File: src/design/sslb_pkg.sv
`timescale 1ns / 1ps
`default_nettype none
// ----------------------------------------------------------------------------
// sslb_pkg - shared types and constants of the SPI to serial line bridge
// Event kinds, SPI command and mode codes, frame steps, receiver and transmitter step codes.
// ----------------------------------------------------------------------------
package sslb_pkg;

    localparam int FIFO_DEPTH_DEF = 32;
    localparam int OVERSAMPLE_DEF = 16;
    localparam int LED_PHASES     = 6;

    typedef enum logic [1:0] {
        EV_SPI  = 2'd0,
        EV_LINE = 2'd1,
        EV_LED  = 2'd2,
        EV_NONE = 2'd3
    } event_t;

    localparam logic [7:0] SYNC_OCTET = 8'hFF;
    localparam logic [7:0] REPLY_ACK  = 8'hAA;
    localparam logic [7:0] REPLY_PAD  = 8'h55;
    localparam logic [7:0] REPLY_NONE = 8'hFF;
    localparam logic [7:0] FREE_FLAG  = 8'h80;

    localparam logic [7:0] CMD_WRITE = 8'h02;
    localparam logic [7:0] CMD_READ  = 8'h03;
    localparam logic [7:0] CMD_MODE  = 8'h04;
    localparam logic [7:0] CMD_LED   = 8'h05;
    localparam logic [7:0] CMD_FREE  = 8'h06;

    localparam logic [7:0] MODE_SILENT  = 8'h01;
    localparam logic [7:0] MODE_TONE_LO = 8'h02;
    localparam logic [7:0] MODE_TONE_HI = 8'h03;
    localparam logic [7:0] MODE_DATA    = 8'h04;

    localparam logic [1:0] RATE_1760 = 2'd0;
    localparam logic [1:0] RATE_3400 = 2'd1;
    localparam logic [1:0] RATE_1200 = 2'd2;

    localparam logic [2:0] FS_CMD  = 3'd0;
    localparam logic [2:0] FS_PAR  = 3'd1;
    localparam logic [2:0] FS_PAD0 = 3'd2;
    localparam logic [2:0] FS_PAD1 = 3'd3;
    localparam logic [2:0] FS_SYNC = 3'd4;

    localparam logic [3:0] RX_START = 4'd0;
    localparam logic [3:0] RX_STOP  = 4'd9;
    localparam logic [3:0] RX_IDLE  = 4'd15;

    localparam logic [3:0] TX_IDLE     = 4'd0;
    localparam logic [3:0] TX_BIT0     = 4'd1;
    localparam logic [3:0] TX_BIT7     = 4'd8;
    localparam logic [3:0] TX_STOP0    = 4'd9;
    localparam logic [3:0] TX_STOP2    = 4'd11;
    localparam logic [3:0] TX_TONE_HI  = 4'd12;
    localparam logic [3:0] TX_TONE_LO  = 4'd13;
    localparam logic [3:0] TX_SILENT   = 4'd14;

endpackage
`default_nettype wire

File: src/design/spi_to_serial_line_bridge_top.sv
`timescale 1ns / 1ps
`default_nettype none
// ----------------------------------------------------------------------------
// spi_to_serial_line_bridge_top - SPI slave to serial line terminal bridge
// Frames SPI octets into commands, runs an oversampled line receiver and a
// line transmitter through two FIFO memories, and scans an LED pattern.
//
// channel  beat                        tdata (low bit up)                  tuser
// s_       one event                   spi_byte, line_in, dial_request     event kind
// m_       one result per event        spi_reply, line_out, tick_rate,     -
//                                      led_bits
//
// One event enters per cycle; its registered result leaves in the cycle
// after acceptance. A FIFO pop reads the memory at the accepting edge and
// the data lands in the reply or transmit shift register on the next cycle,
// bypassed to any event in between. aresetn clears all control state; FIFO
// contents stay unset. s_tready drops only while a result waits on m_tready.
// ----------------------------------------------------------------------------
module spi_to_serial_line_bridge_top #(
    parameter int FIFO_DEPTH = sslb_pkg::FIFO_DEPTH_DEF,
    parameter int OVERSAMPLE = sslb_pkg::OVERSAMPLE_DEF
) (
    input  wire logic        aclk,
    input  wire logic        aresetn,
    input  wire logic        s_tvalid,
    output logic             s_tready,
    input  wire logic [15:0] s_tdata,   // spi_byte[7:0], line_in[8], dial_request[9]
    input  wire logic [1:0]  s_tuser,   // event kind[1:0]
    output logic             m_tvalid,
    input  wire logic        m_tready,
    output logic      [15:0] m_tdata    // spi_reply[7:0], line_out[8], tick_rate[10:9],
                                        // led_bits[13:11]
);

    localparam int PW  = $clog2(FIFO_DEPTH);
    localparam int PHW = $clog2(OVERSAMPLE);
    localparam int NL  = sslb_pkg::LED_PHASES;
    localparam int SW  = $clog2(NL);

    function automatic logic [PW-1:0] ptr_inc(input logic [PW-1:0] p);
        ptr_inc = (p == PW'(FIFO_DEPTH - 1)) ? '0 : p + PW'(1);
    endfunction

    function automatic logic [PW:0] used_f(input logic [PW-1:0] w, input logic [PW-1:0] r);
        if (w >= r) begin
            used_f = {1'b0, w} - {1'b0, r};
        end else begin
            used_f = {1'b0, w} + (PW+1)'(FIFO_DEPTH) - {1'b0, r};
        end
    endfunction

    logic                    in_acc;
    sslb_pkg::event_t        ev;
    logic [7:0]              in_byte;
    logic                    in_line;
    logic                    in_dial;

    logic                    m_tvalid_reg, m_tvalid_next;
    logic [15:0]             m_tdata_reg, m_tdata_next;

    logic [2:0]              fs_reg, fs_next;
    logic [7:0]              cmd_reg, cmd_next;
    logic [7:0]              rep0_reg, rep0_next;
    logic [7:0]              rep1_reg, rep1_next;
    logic [7:0]              rep2_reg, rep2_next;
    logic [7:0]              last_reg, last_next;
    logic [PW-1:0]           hw_reg, hw_next, hr_reg, hr_next;
    logic [PW-1:0]           lw_reg, lw_next, lr_reg, lr_next;
    logic [3:0]              rx_idx_reg, rx_idx_next;
    logic [PHW-1:0]          rx_ph_reg, rx_ph_next;
    logic [7:0]              rx_sh_reg, rx_sh_next;
    logic [3:0]              tx_step_reg, tx_step_next;
    logic [7:0]              tx_sh_reg, tx_sh_next;
    logic [1:0]              rate_reg, rate_next;
    logic [2:0]              led_pat_reg [NL];
    logic [2:0]              led_pat_next [NL];
    logic [SW-1:0]           scan_reg, scan_next;
    logic                    line_reg, line_next;
    logic [2:0]              drive_reg, drive_next;
    logic                    pend_rd_reg, pend_rd_next;
    logic                    pend_tx_reg, pend_tx_next;

    logic                    h_wr, h_rd, l_wr, l_rd;
    logic [7:0]              h_q, l_q;
    logic [7:0]              rep2_eff, tx_sh_eff;

    assign ev      = sslb_pkg::event_t'(s_tuser);
    assign in_byte = s_tdata[7:0];
    assign in_line = s_tdata[8];
    assign in_dial = s_tdata[9];

    assign s_tready = !m_tvalid_reg || m_tready;
    assign in_acc   = s_tvalid && s_tready;
    assign m_tvalid = m_tvalid_reg;
    assign m_tdata  = m_tdata_reg;

    assign rep2_eff  = pend_rd_reg ? l_q : rep2_reg;
    assign tx_sh_eff = pend_tx_reg ? h_q : tx_sh_reg;

    sslb_ram #(.DEPTH(FIFO_DEPTH), .AW(PW)) u_h2l (
        .aclk    (aclk),
        .wr_en   (h_wr),
        .wr_addr (hw_reg),
        .wr_data (in_byte),
        .rd_en   (h_rd),
        .rd_addr (hr_reg),
        .rd_data (h_q)
    );

    sslb_ram #(.DEPTH(FIFO_DEPTH), .AW(PW)) u_l2h (
        .aclk    (aclk),
        .wr_en   (l_wr),
        .wr_addr (lw_reg),
        .wr_data (rx_sh_reg),
        .rd_en   (l_rd),
        .rd_addr (lr_reg),
        .rd_data (l_q)
    );

    always_comb begin
        logic [PW:0]  used_t;
        logic [PHW:0] ph_t;
        logic [3:0]   idx_t;
        logic [1:0]   led_sel;
        logic [5:0]   pat;
        logic [SW:0]  scan_t;

        fs_next      = fs_reg;
        cmd_next     = cmd_reg;
        rep0_next    = rep0_reg;
        rep1_next    = rep1_reg;
        rep2_next    = rep2_eff;
        last_next    = last_reg;
        hw_next      = hw_reg;
        hr_next      = hr_reg;
        lw_next      = lw_reg;
        lr_next      = lr_reg;
        rx_idx_next  = rx_idx_reg;
        rx_ph_next   = rx_ph_reg;
        rx_sh_next   = rx_sh_reg;
        tx_step_next = tx_step_reg;
        tx_sh_next   = tx_sh_eff;
        rate_next    = rate_reg;
        for (int n = 0; n < NL; n++) begin
            led_pat_next[n] = led_pat_reg[n];
        end
        scan_next    = scan_reg;
        line_next    = line_reg;
        drive_next   = drive_reg;
        pend_rd_next = 1'b0;
        pend_tx_next = 1'b0;
        h_wr = 1'b0;
        h_rd = 1'b0;
        l_wr = 1'b0;
        l_rd = 1'b0;
        used_t  = '0;
        ph_t    = '0;
        idx_t   = rx_idx_reg;
        led_sel = in_byte[1:0];
        pat     = in_byte[7:2];
        scan_t  = '0;

        if (in_acc) begin
            case (ev)
                sslb_pkg::EV_SPI: begin
                    if (fs_reg >= sslb_pkg::FS_SYNC) begin
                        if (in_byte == sslb_pkg::SYNC_OCTET) begin
                            last_next = sslb_pkg::REPLY_ACK;
                            fs_next   = sslb_pkg::FS_CMD;
                            rep0_next = {(lw_reg != lr_reg),
                                         (used_f(hw_reg, hr_reg) < (PW+1)'(FIFO_DEPTH / 2)),
                                         (used_f(hw_reg, hr_reg) < (PW+1)'(FIFO_DEPTH - 8)),
                                         in_dial, 4'b0000};
                            rep1_next = sslb_pkg::REPLY_PAD;
                            rep2_next = sslb_pkg::REPLY_ACK;
                        end
                    end else begin
                        case (fs_reg)
                            sslb_pkg::FS_CMD: begin
                                last_next = rep0_reg;
                                cmd_next  = in_byte;
                                if (in_byte == sslb_pkg::CMD_READ) begin
                                    if (lw_reg != lr_reg) begin
                                        l_rd         = 1'b1;
                                        lr_next      = ptr_inc(lr_reg);
                                        used_t       = used_f(lw_reg, lr_next);
                                        rep1_next    = 8'(used_t);
                                        pend_rd_next = 1'b1;
                                    end else begin
                                        rep1_next = sslb_pkg::REPLY_NONE;
                                        rep2_next = sslb_pkg::REPLY_NONE;
                                    end
                                end
                                fs_next = sslb_pkg::FS_PAR;
                            end
                            sslb_pkg::FS_PAR: begin
                                last_next = rep1_reg;
                                case (cmd_reg)
                                    sslb_pkg::CMD_WRITE: begin
                                        if (ptr_inc(hw_reg) != hr_reg) begin
                                            h_wr      = 1'b1;
                                            hw_next   = ptr_inc(hw_reg);
                                            used_t    = (PW+1)'(FIFO_DEPTH)
                                                        - used_f(hw_next, hr_reg);
                                            rep2_next = 8'(used_t);
                                        end else begin
                                            rep2_next = sslb_pkg::REPLY_NONE;
                                        end
                                    end
                                    sslb_pkg::CMD_MODE: begin
                                        case (in_byte)
                                            sslb_pkg::MODE_SILENT: begin
                                                tx_step_next = sslb_pkg::TX_SILENT;
                                                rate_next    = sslb_pkg::RATE_1760;
                                            end
                                            sslb_pkg::MODE_TONE_LO: begin
                                                tx_step_next = sslb_pkg::TX_TONE_HI;
                                                rate_next    = sslb_pkg::RATE_1760;
                                            end
                                            sslb_pkg::MODE_TONE_HI: begin
                                                tx_step_next = sslb_pkg::TX_TONE_HI;
                                                rate_next    = sslb_pkg::RATE_3400;
                                            end
                                            sslb_pkg::MODE_DATA: begin
                                                tx_step_next = sslb_pkg::TX_IDLE;
                                                rate_next    = sslb_pkg::RATE_1200;
                                                hw_next      = '0;
                                                hr_next      = '0;
                                                lw_next      = '0;
                                                lr_next      = '0;
                                            end
                                            default: begin
                                            end
                                        endcase
                                        rep2_next = sslb_pkg::REPLY_ACK;
                                    end
                                    sslb_pkg::CMD_LED: begin
                                        if (led_sel != 2'd3) begin
                                            for (int n = 0; n < NL; n++) begin
                                                led_pat_next[n][led_sel] = pat[n];
                                            end
                                        end
                                        rep2_next = sslb_pkg::REPLY_ACK;
                                    end
                                    sslb_pkg::CMD_FREE: begin
                                        used_t    = (PW+1)'(FIFO_DEPTH) - used_f(hw_reg, hr_reg);
                                        rep2_next = 8'(used_t) | sslb_pkg::FREE_FLAG;
                                    end
                                    default: begin
                                    end
                                endcase
                                fs_next = sslb_pkg::FS_PAD0;
                            end
                            sslb_pkg::FS_PAD0: begin
                                last_next = rep2_eff;
                                fs_next   = sslb_pkg::FS_PAD1;
                            end
                            default: begin
                                last_next = 8'h00;
                                fs_next   = sslb_pkg::FS_SYNC;
                            end
                        endcase
                    end
                end
                sslb_pkg::EV_LINE: begin
                    // receiver
                    if (rx_idx_reg == sslb_pkg::RX_IDLE) begin
                        if (!in_line) begin
                            rx_idx_next = sslb_pkg::RX_START;
                            rx_ph_next  = '0;
                            rx_sh_next  = '0;
                        end
                    end else begin
                        ph_t = {1'b0, rx_ph_reg} + (PHW+1)'(1);
                        if (ph_t >= (PHW+1)'(OVERSAMPLE)) begin
                            idx_t = rx_idx_reg + 4'd1;
                            if (idx_t > sslb_pkg::RX_STOP) begin
                                idx_t = sslb_pkg::RX_IDLE;
                            end
                            ph_t = '0;
                        end
                        rx_idx_next = idx_t;
                        rx_ph_next  = PHW'(ph_t);
                        if (idx_t != sslb_pkg::RX_IDLE
                                && ph_t == (PHW+1)'(OVERSAMPLE / 2 - 1)) begin
                            if (idx_t == sslb_pkg::RX_START) begin
                                if (in_line) begin
                                    rx_idx_next = sslb_pkg::RX_IDLE;
                                    rx_ph_next  = '0;
                                end
                            end else if (idx_t == sslb_pkg::RX_STOP) begin
                                if (in_line && ptr_inc(lw_reg) != lr_reg) begin
                                    l_wr    = 1'b1;
                                    lw_next = ptr_inc(lw_reg);
                                end
                            end else begin
                                rx_sh_next = {in_line, rx_sh_reg[7:1]};
                            end
                        end
                    end
                    // transmitter
                    if (tx_step_reg == sslb_pkg::TX_SILENT) begin
                        line_next = 1'b0;
                    end else if (tx_step_reg == sslb_pkg::TX_TONE_HI) begin
                        line_next    = 1'b1;
                        tx_step_next = sslb_pkg::TX_TONE_LO;
                    end else if (tx_step_reg == sslb_pkg::TX_TONE_LO) begin
                        line_next    = 1'b0;
                        tx_step_next = sslb_pkg::TX_TONE_HI;
                    end else if (tx_step_reg >= sslb_pkg::TX_BIT0
                                 && tx_step_reg <= sslb_pkg::TX_BIT7) begin
                        line_next    = tx_sh_eff[0];
                        tx_sh_next   = {1'b0, tx_sh_eff[7:1]};
                        tx_step_next = tx_step_reg + 4'd1;
                    end else if (tx_step_reg >= sslb_pkg::TX_STOP0
                                 && tx_step_reg <= sslb_pkg::TX_STOP2) begin
                        line_next    = 1'b1;
                        tx_step_next = (tx_step_reg == sslb_pkg::TX_STOP2)
                                       ? sslb_pkg::TX_IDLE : tx_step_reg + 4'd1;
                    end else begin
                        if (hw_reg != hr_reg) begin
                            h_rd         = 1'b1;
                            hr_next      = ptr_inc(hr_reg);
                            pend_tx_next = 1'b1;
                            line_next    = 1'b0;
                            tx_step_next = sslb_pkg::TX_BIT0;
                        end else begin
                            line_next    = 1'b1;
                            tx_step_next = sslb_pkg::TX_IDLE;
                        end
                    end
                end
                sslb_pkg::EV_LED: begin
                    scan_t = {1'b0, scan_reg} + (SW+1)'(1);
                    if (scan_t >= (SW+1)'(NL)) begin
                        scan_t = '0;
                    end
                    scan_next  = SW'(scan_t);
                    drive_next = led_pat_reg[SW'(scan_t)];
                end
                default: begin
                end
            endcase
        end

        m_tvalid_next = in_acc ? 1'b1 : (m_tready ? 1'b0 : m_tvalid_reg);
        m_tdata_next  = in_acc ? {2'b00, drive_next, rate_next, line_next, last_next}
                               : m_tdata_reg;
    end

    always_ff @(posedge aclk) begin
        if (!aresetn) begin
            m_tvalid_reg <= 1'b0;
            m_tdata_reg  <= '0;
            fs_reg       <= sslb_pkg::FS_SYNC;
            cmd_reg      <= '0;
            rep0_reg     <= '0;
            rep1_reg     <= '0;
            rep2_reg     <= '0;
            last_reg     <= '0;
            hw_reg       <= '0;
            hr_reg       <= '0;
            lw_reg       <= '0;
            lr_reg       <= '0;
            rx_idx_reg   <= sslb_pkg::RX_IDLE;
            rx_ph_reg    <= '0;
            rx_sh_reg    <= '0;
            tx_step_reg  <= sslb_pkg::TX_TONE_HI;
            tx_sh_reg    <= '0;
            rate_reg     <= sslb_pkg::RATE_1760;
            for (int n = 0; n < NL; n++) begin
                led_pat_reg[n] <= '0;
            end
            scan_reg     <= '0;
            line_reg     <= 1'b0;
            drive_reg    <= '0;
            pend_rd_reg  <= 1'b0;
            pend_tx_reg  <= 1'b0;
        end else begin
            m_tvalid_reg <= m_tvalid_next;
            m_tdata_reg  <= m_tdata_next;
            fs_reg       <= fs_next;
            cmd_reg      <= cmd_next;
            rep0_reg     <= rep0_next;
            rep1_reg     <= rep1_next;
            rep2_reg     <= rep2_next;
            last_reg     <= last_next;
            hw_reg       <= hw_next;
            hr_reg       <= hr_next;
            lw_reg       <= lw_next;
            lr_reg       <= lr_next;
            rx_idx_reg   <= rx_idx_next;
            rx_ph_reg    <= rx_ph_next;
            rx_sh_reg    <= rx_sh_next;
            tx_step_reg  <= tx_step_next;
            tx_sh_reg    <= tx_sh_next;
            rate_reg     <= rate_next;
            for (int n = 0; n < NL; n++) begin
                led_pat_reg[n] <= led_pat_next[n];
            end
            scan_reg     <= scan_next;
            line_reg     <= line_next;
            drive_reg    <= drive_next;
            pend_rd_reg  <= pend_rd_next;
            pend_tx_reg  <= pend_tx_next;
        end
    end

    a_acc_gives_result: assert property (@(posedge aclk) disable iff (!aresetn)
        in_acc |=> m_tvalid_reg)
        else $error("accepted event produced no result");

    a_frame_step_range: assert property (@(posedge aclk) disable iff (!aresetn)
        fs_reg <= sslb_pkg::FS_SYNC)
        else $error("frame step out of range");

    a_rx_index_range: assert property (@(posedge aclk) disable iff (!aresetn)
        rx_idx_reg <= sslb_pkg::RX_STOP || rx_idx_reg == sslb_pkg::RX_IDLE)
        else $error("receiver bit index out of range");

    a_tx_step_range: assert property (@(posedge aclk) disable iff (!aresetn)
        tx_step_reg <= sslb_pkg::TX_SILENT)
        else $error("transmitter step out of range");

    a_pend_one_cycle: assert property (@(posedge aclk) disable iff (!aresetn)
        pend_rd_reg |-> !pend_tx_reg)
        else $error("both FIFO pops pending at once");

endmodule
`default_nettype wire

File: src/design/sslb_ram.sv
`timescale 1ns / 1ps
`default_nettype none
// ----------------------------------------------------------------------------
// sslb_ram - FIFO storage
// One write port, one read port with registered read data.
// ----------------------------------------------------------------------------
module sslb_ram #(
    parameter int DEPTH = sslb_pkg::FIFO_DEPTH_DEF,
    parameter int AW    = $clog2(DEPTH)
) (
    input  wire logic          aclk,
    input  wire logic          wr_en,
    input  wire logic [AW-1:0] wr_addr,
    input  wire logic [7:0]    wr_data,
    input  wire logic          rd_en,
    input  wire logic [AW-1:0] rd_addr,
    output logic      [7:0]    rd_data
);

    logic [7:0] mem [DEPTH];

    always_ff @(posedge aclk) begin
        if (wr_en) begin
            mem[wr_addr] <= wr_data;
        end
    end

    always_ff @(posedge aclk) begin
        if (rd_en) begin
            rd_data <= mem[rd_addr];
        end
    end

endmodule
`default_nettype wire
File: config.mk
export PLATFORM = sky130hd
export DESIGN_NAME = spi_to_serial_line_bridge_top
export DESIGN_NICKNAME = d
export VERILOG_FILES = /design/src/design/sslb_pkg.sv /design/src/design/spi_to_serial_line_bridge_top.sv /design/src/design/sslb_ram.sv
export SDC_FILE = /design/constraint.sdc
export NUM_CORES = 1
export LEC_CHECK = 0
export ABC_AREA = 0
export BUFFER_PORTS_ARGS = -buffer_cell sky130_fd_sc_hd__buf_2
export CORE_MARGIN = 2
export CORE_UTILIZATION = 50
export DETAILED_ROUTE_END_ITERATION = 6
export PLACE_DENSITY_LB_ADDON = 0.05
export SYNTH_ARGS = -nofsm -noshare
export SYNTH_HDL_FRONTEND = slang
export SYNTH_HIERARCHICAL = 1
export SYNTH_SLANG_ARGS = --single-unit
export TNS_END_PERCENT = 30
File: constraint.sdc
create_clock -name aclk -period 5.4 [get_ports aclk]
set_input_delay 1.08 -clock aclk [delete_from_list [all_inputs] [get_ports aclk]]
set_output_delay 1.08 -clock aclk [all_outputs]
set_load 0.02 [all_outputs]
Yosys cells after proc, flatten, opt, wreduce, memory -nomap -nowiden
Memories as Yosys holds them, arrays and structs flattened. A register that Yosys moved wholly into a read port is not among the register bits.
Cells that the tools add are included.
{"block": "op_classes", "addsub": 19, "n_mul": 0, "n_div": 0, "order_cmp": 15, "n_eq_ne": 56, "shift": 0, "muxes": 183, "bitwise_logic": 7, "n_reduce_logical": 33}
{"operator": "8-bit 2-to-1 mux", "count": 29}
{"operator": "5-bit 2-to-1 mux", "count": 26}
{"operator": "18-bit 2-to-1 mux", "count": 6}
{"operator": "6-bit 2-to-1 mux", "count": 18}
{"operator": "4-bit 2-to-1 mux", "count": 23}
{"operator": "8-bit case mux with 3 select lines", "count": 2}
{"operator": "1-bit 2-to-1 mux", "count": 45}
{"operator": "2-bit inequality test (second input constant)", "count": 21}
{"operator": "5-bit case mux with 2 select lines", "count": 4}
{"operator": "3-bit 2-to-1 mux", "count": 13}
{"operator": "8-bit by 3-bit equality test with 1-bit output (second input constant)", "count": 4}
{"operator": "4-bit equality test (second input constant)", "count": 6}
{"operator": "8-bit by 2-bit equality test with 1-bit output (second input constant)", "count": 3}
{"operator": "5-bit by 1-bit adder with 5-bit output (second input constant)", "count": 4}
{"operator": "5-bit equality test (second input constant)", "count": 4}
{"operator": "5-bit inequality test", "count": 4}
{"operator": "5-bit by 6-bit adder with 6-bit output (second input constant)", "count": 3}
{"operator": "3-bit bitwise mux", "count": 6}
{"operator": "5-bit by 5-bit subtractor with 6-bit output", "count": 3}
{"operator": "6-bit by 5-bit subtractor with 6-bit output", "count": 3}
{"operator": "8-bit case mux with 2 select lines", "count": 1}
{"operator": "5-bit >= comparator", "count": 3}
{"operator": "7-bit AND reduction", "count": 2}
{"operator": "2-bit nonzero test", "count": 7}
{"operator": "47 further kinds", "count": 73}
{"block": "word_totals", "register_bits": 113, "latchBits": 0, "ramBits": 530, "romBits": 0, "input_bits": 22, "output_inout_bits": 18, "wordCells": 339, "n_memories": 3}
{"name": "u_h2l.mem", "words": 32, "width": 8, "rd": 1, "rd_ports_with_merged_regs": 1, "wr": 1, "line": "sslb_ram.sv:20", "text": "logic [7:0] mem [DEPTH];"}
{"name": "u_l2h.mem", "words": 32, "width": 8, "rd": 1, "rd_ports_with_merged_regs": 1, "wr": 1, "line": "sslb_ram.sv:20"}
{"name": "led_pat_reg", "words": 6, "width": 3, "rd": 7, "rd_ports_with_merged_regs": 0, "wr": 6, "line": "spi_to_serial_line_bridge_top.sv:75", "text": "logic [2:0] led_pat_reg [NL];"}

Logic depth before layout (Yosys ltp)
{"block": "logic_depth", "word_depth": 18, "depth_mapped": 14, "ltp_nobuf": 13}

Cells and area by module
The synthesis kept the hierarchy.
{"mod": "sslb_ram", "n_inst": 2, "cells_each": 417, "area_each_um2": 10133.5, "seq_area_each_um2": 7927.6}
{"mod": "spi_to_serial_line_bridge_top", "n_inst": 1, "cells_each": 980, "area_each_um2": 8142.8, "seq_area_each_um2": 2622.5}

Least setup slack after synthesis
OpenSTA, ideal clock, no wires.
{"block": "synth_timing", "kind": "register to register", "startpoint": "register hw_reg[1]", "endpoint": "memory u_h2l.mem[0][0] (enable)", "setup_time_ps": 370, "t_arrival_ps": 3595, "required_time_ps": 5030, "setup_slack_ps": 1435, "path_stages_with_launch": 14, "n_path_buf": 3, "synth_period_minus_slack_ps": 3965, "cell_sequence": "dfxtp_1 > ha_1 > and3_1 > ha_1 > clkbuf_1 > or2_2 > ha_1 > and4_1 > and3_1 > clkbuf_1 > nor4_1 > or3b_2 > clkbuf_1 > nor2_1"}
{"block": "synth_between", "elab_chain_cells": 11, "word_cells_on_any_way": 12, "cone_classes": "add/sub: 1; eq/ne: 2; mux: 9"}
{"element": "start, declared", "line": "spi_to_serial_line_bridge_top.sv:67", "text": "logic [PW-1:0] hw_reg, hw_next, hr_reg, hr_next;"}
{"element": "start signal, assigned", "line": "spi_to_serial_line_bridge_top.sv:388", "text": "hw_reg <= hw_next;"}
{"element": "5-bit by 1-bit adder with 5-bit output or 5-bit equality test (tied branches)", "line": "spi_to_serial_line_bridge_top.sv:41", "text": "ptr_inc = (p == PW'(FIFO_DEPTH - 1)) ? '0 : p + PW'(1);"}
{"element": "5-bit 2-to-1 mux *", "line": "spi_to_serial_line_bridge_top.sv:41"}
{"element": "5-bit inequality test *", "line": "spi_to_serial_line_bridge_top.sv:200", "text": "if (ptr_inc(hw_reg) != hr_reg) begin"}
{"element": "1-bit 2-to-1 mux *", "line": "spi_to_serial_line_bridge_top.sv:200"}
{"element": "1-bit 2-to-1 mux *", "line": "spi_to_serial_line_bridge_top.sv:198", "text": "case (cmd_reg)"}
{"element": "1-bit 2-to-1 mux *", "line": "spi_to_serial_line_bridge_top.sv:178", "text": "case (fs_reg)"}
{"element": "1-bit 2-to-1 mux *", "line": "spi_to_serial_line_bridge_top.sv:166", "text": "if (fs_reg >= sslb_pkg::FS_SYNC) begin"}
{"element": "1-bit 2-to-1 mux *", "line": "spi_to_serial_line_bridge_top.sv:164", "text": "case (ev)"}
{"element": "1-bit 2-to-1 mux *", "line": "spi_to_serial_line_bridge_top.sv:163", "text": "if (in_acc) begin"}
{"element": "net h_wr", "line": "spi_to_serial_line_bridge_top.sv:83", "text": "logic h_wr, h_rd, l_wr, l_rd;"}
{"element": "1-bit 2-to-1 mux *", "line": "sslb_ram.sv:23", "text": "if (wr_en) begin"}
{"element": "1-bit 2-to-1 mux (implied by the code) *", "line": "sslb_ram.sv:24", "text": "mem[wr_addr] <= wr_data;"}
{"element": "end, declared", "line": "sslb_ram.sv:20"}
The timed path passes the listed nets; every way through them passes the cells marked *.

Worst setup path in the final report
{"block": "layout_timing", "startpoint": "register hw_reg[1]", "endpoint": "memory u_h2l.mem[25][4] (enable)"}
Same word-level chain as after synthesis.

==> results.tsv <==
stage	metric	value	unit
clock_tree	path_clk_slew	0.06	ns
sta	setup_violations	0	
clock_tree	cts.repair.resized	0	
clock_tree	clock_sinks	659	
worst_setup_path	r2r_end	u_h2l/mem[25][4]	
logic_synthesis	ys_warn_count	6	
grt	grtUsageTotal	22.28	%
drt	via_per_inst	5.959	
final_layout	fin_util	56.32	%
grt	overflow	0	
final_layout	area_growth	11.57	%
final_layout	final-seq-area	0.01849	sq mm
placement	dpl.hpwl	41530	um
sta	max_freq	211.9	MHz
logic_synthesis	syn_area	0.02841	sq mm
pwr	power.leakage	10.98	nW
outcome	status	finished clean	
floorplan	die_x	242.4	um
sta	post-route-min-period	4.719	ns
drt	vias	16010	
floorplan	die-area	0.05874	sq mm
placement	portBuffers	31	
worst_setup_path	cp_max_fo	10	
floorplan	start_util	50.48	%
grt	grt_pass1_vias	15860	
worst_hold_path	hold_path_depth	2	
final_layout	fin_nets	1929	
floorplan	die_y	242.4	um
worst_setup_path	worstPathRequired	5.63	ns
clock_tree	clk_path_buf_depth	3	
sta	timing.clock.skew	0.01662	ns
drt	finalWirelength	64690	um
logic_synthesis	ys_ff_latch	659	
sta	relSlewSlack	15.20	%
drt	wl_per_cell	24.07	um
placement	globalplace.congestion	0.8435	
pwr	vdd_ir_drop_max	0.0002583	V
sta	rsz0062_at_grt	false	
logic_synthesis	ys.flop_type	edfxtp_1	
clock_tree	clk_latency	0.61	ns
worst_setup_path	cp-start-kind	flip-flop	
worst_setup_path	worstSetupEndpoint	u_h2l/mem[25][4]	
grt	grt_first_pass_wirelength	98450	um
clock_tree	postCtsHoldBufs	0	
drt	ant_nets	0	
drt	drc	0	
worst_setup_path	crit_path_end_kind	flip-flop	
worst_hold_path	hp-class	flip-flop to flip-flop	
final_layout	fillCellCount	4450	
pwr	powerDensity	326.9	mW/mm^2
logic_synthesis	avgSynthCellArea	15.66	sq um
sta	drv_slew	0	
logic_synthesis	yosysUniqueCellTypes	88	
clock_tree	cts_tree	yes	
worst_setup_path	r2r_cells	10	
sta	worst_slew_pin_slew	1.270	ns
drt	drt_iter0_drc	1185	
drt	dr.pass1.iters	5	
clock_tree	htree_levels	3	
logic_synthesis	synth-async-reset-ratio	0	%
logic_synthesis	synth_enable_flop_cells	528	
worst_setup_path	r2r-start	hw_reg[1]	
floorplan	num_rows	87	
clock_tree	clockRootBuffer	clkbuf_16	
worst_hold_path	hold_start	led_pat_reg[0][0]	
worst_setup_path	reg2reg_slack	0.68	ns
floorplan	io_pins	40	
worst_setup_path	crit_path_start	hw_reg[1]	
worst_setup_path	crit_type	flip-flop to flip-flop	
final_layout	layout-drive-gt1-share	21.15	%
grt	grt_max_degree	86	
clock_tree	post_cts_buffers	0	
sta	hold_viol_final	0	
sta	setup_tns	0	ns
logic_synthesis	syn-instance-count	1814	
job	cap_violations	0	
floorplan	coreArea	0.05628	sq mm
worst_setup_path	arrival	4.95	ns
clock_tree	numCtsBuffers	72	
final_layout	multi_input_area	0.009355	sq mm
logic_synthesis	yosysSeqAreaShare	65.04	%
sta	finalCritPeriodShare	87.39	%
grt	antenna_found_initial	2	
==> synthesized netlist by cell type (11+ instances only) <==
cell type / n / area (sq um)
nor3_1: 17 / 85.08
a31oi_1: 11 / 68.82
buf_4: 14 / 105.1
inv_1: 41 / 153.9
mux4_2: 167 / 3761
xnor2_1: 11 / 96.34
nor2_1: 173 / 649.4
and2_1: 18 / 112.6
o21a_1: 16 / 120.1
clkbuf_1: 49 / 183.9
dfxtp_1: 131 / 2623
and3_1: 12 / 75.07
o22ai_1: 11 / 68.82
edfxtp_1: 528 / 15860
nor2b_1: 22 / 137.6
o21ai_0: 38 / 190.2
a22oi_1: 13 / 97.59
nand3_1: 37 / 185.2
ha_1: 34 / 425.4
or3_1: 16 / 100.1
buf_2: 14 / 70.07
mux2_2: 26 / 292.8
nand3b_1: 18 / 135.1
buf_1: 12 / 45.04
mux2i_1: 44 / 440.4
xor2_1: 14 / 122.6
a21oi_1: 68 / 340.3
nand2b_1: 15 / 93.84
nand2_1: 71 / 266.5
==> power by group <==
group / switching [W] / internal [W] / leakage, nW / total, W
sequential: 0.0000124 / 0.00545 / 6.50 / 0.00546
combinational: 0.000133 / 0.0000464 / 3.37 / 0.000179
clock: 0.00196 / 0.00276 / 1.11 / 0.00472
==> worst max-delay path, cell delays in order (launching register included) <==
cell and delay, ns:
dfxtp_1 0.41, ha_1 0.25, and3_1 0.19, ha_1 0.30, or2_2 0.34, ha_1 0.35
and4_1 0.23, and3_1 0.26, nor4_1 0.62, nand3b_1 0.56, nor2_1 0.82
==> routing by layer <==
layer  GRT usage, %  routed length (um)  up-vias
li1               -                   -     7296
met1          31.22               28700     8245
met3          3.977                3179      100
met4          7.081                1790        2
met5              0                  11        -
met2          35.69               31010      368
==> layout make-up <==
class / instances / area share [%]
Sequential cell: 659 / 58.33
Multi-Input combinational cell: 1024 / 29.51
Clock buffer: 105 / 6.371
Tap cell: 756 / 2.984
Timing Repair Buffer: 72 / 1.460
Clock inverter: 28 / 0.8368
Inverter: 41 / 0.4855
Antenna cell: 2 / 0.01579
==> placed cells by master (no fill, tap or decap), types with 22 or more instances in the layout <==
master	synthesis	final
buf_2	14	31
nand2_1	71	71
o21ai_0	38	38
nor2_1	173	173
buf_4	14	41
a21oi_1	68	68
edfxtp_1	528	528
ha_1	34	34
mux2_2	26	26
nand3_1	37	37
dfxtp_1	131	127
mux2i_1	44	44
nor2b_1	22	22
mux4_2	167	167
clkbuf_1	49	25
clkbuf_16	0	74
inv_1	41	40
==> worst min path at each step <==
stage                        endpoint
floorplan                drive_reg[0]
global placement    led_pat_reg[4][0]
detailed placement  led_pat_reg[0][0]
CTS                 led_pat_reg[0][0]
global route        led_pat_reg[3][0]
finish              led_pat_reg[0][0]
==> cell families (layout without fill, tap and decap cells) <==
| logic type | count (synthesis) | after routing | share of synthesized area (%) |
|---|---|---|---|
| mux | 237 | 237 | 15.82 |
| xor+xnor | 25 | 25 | 0.7707 |
| buf+inv | 132 | 246 | 2.044 |
| flops | 659 | 659 | 65.04 |
| other cells | 1 | 4 | 0.01320 |
| fa+ha+maj | 38 | 38 | 1.744 |
| simple gates | 467 | 467 | 8.460 |
| compound gates | 255 | 255 | 6.109 |
==> stage by stage <==
stage	area (sq um)	total power, W	hold WS (ns)	cells	setup slack, ns
2_1_floorplan	28410	0.005658	0.4311	1815	1.435
3_3_place_gp	29410	0.005743	0.4415	2552	0.8669
3_5_place_dp	29410	0.005747	0.4465	2552	0.8304
4_1_cts	31690	0.01048	0.4549	2685	0.7474
5_1_grt	31690	0.01068	0.4763	2685	0.5107
6_report	31700	0.01036	0.4524	2687	0.6807
(Power assumes the default switching activity.)
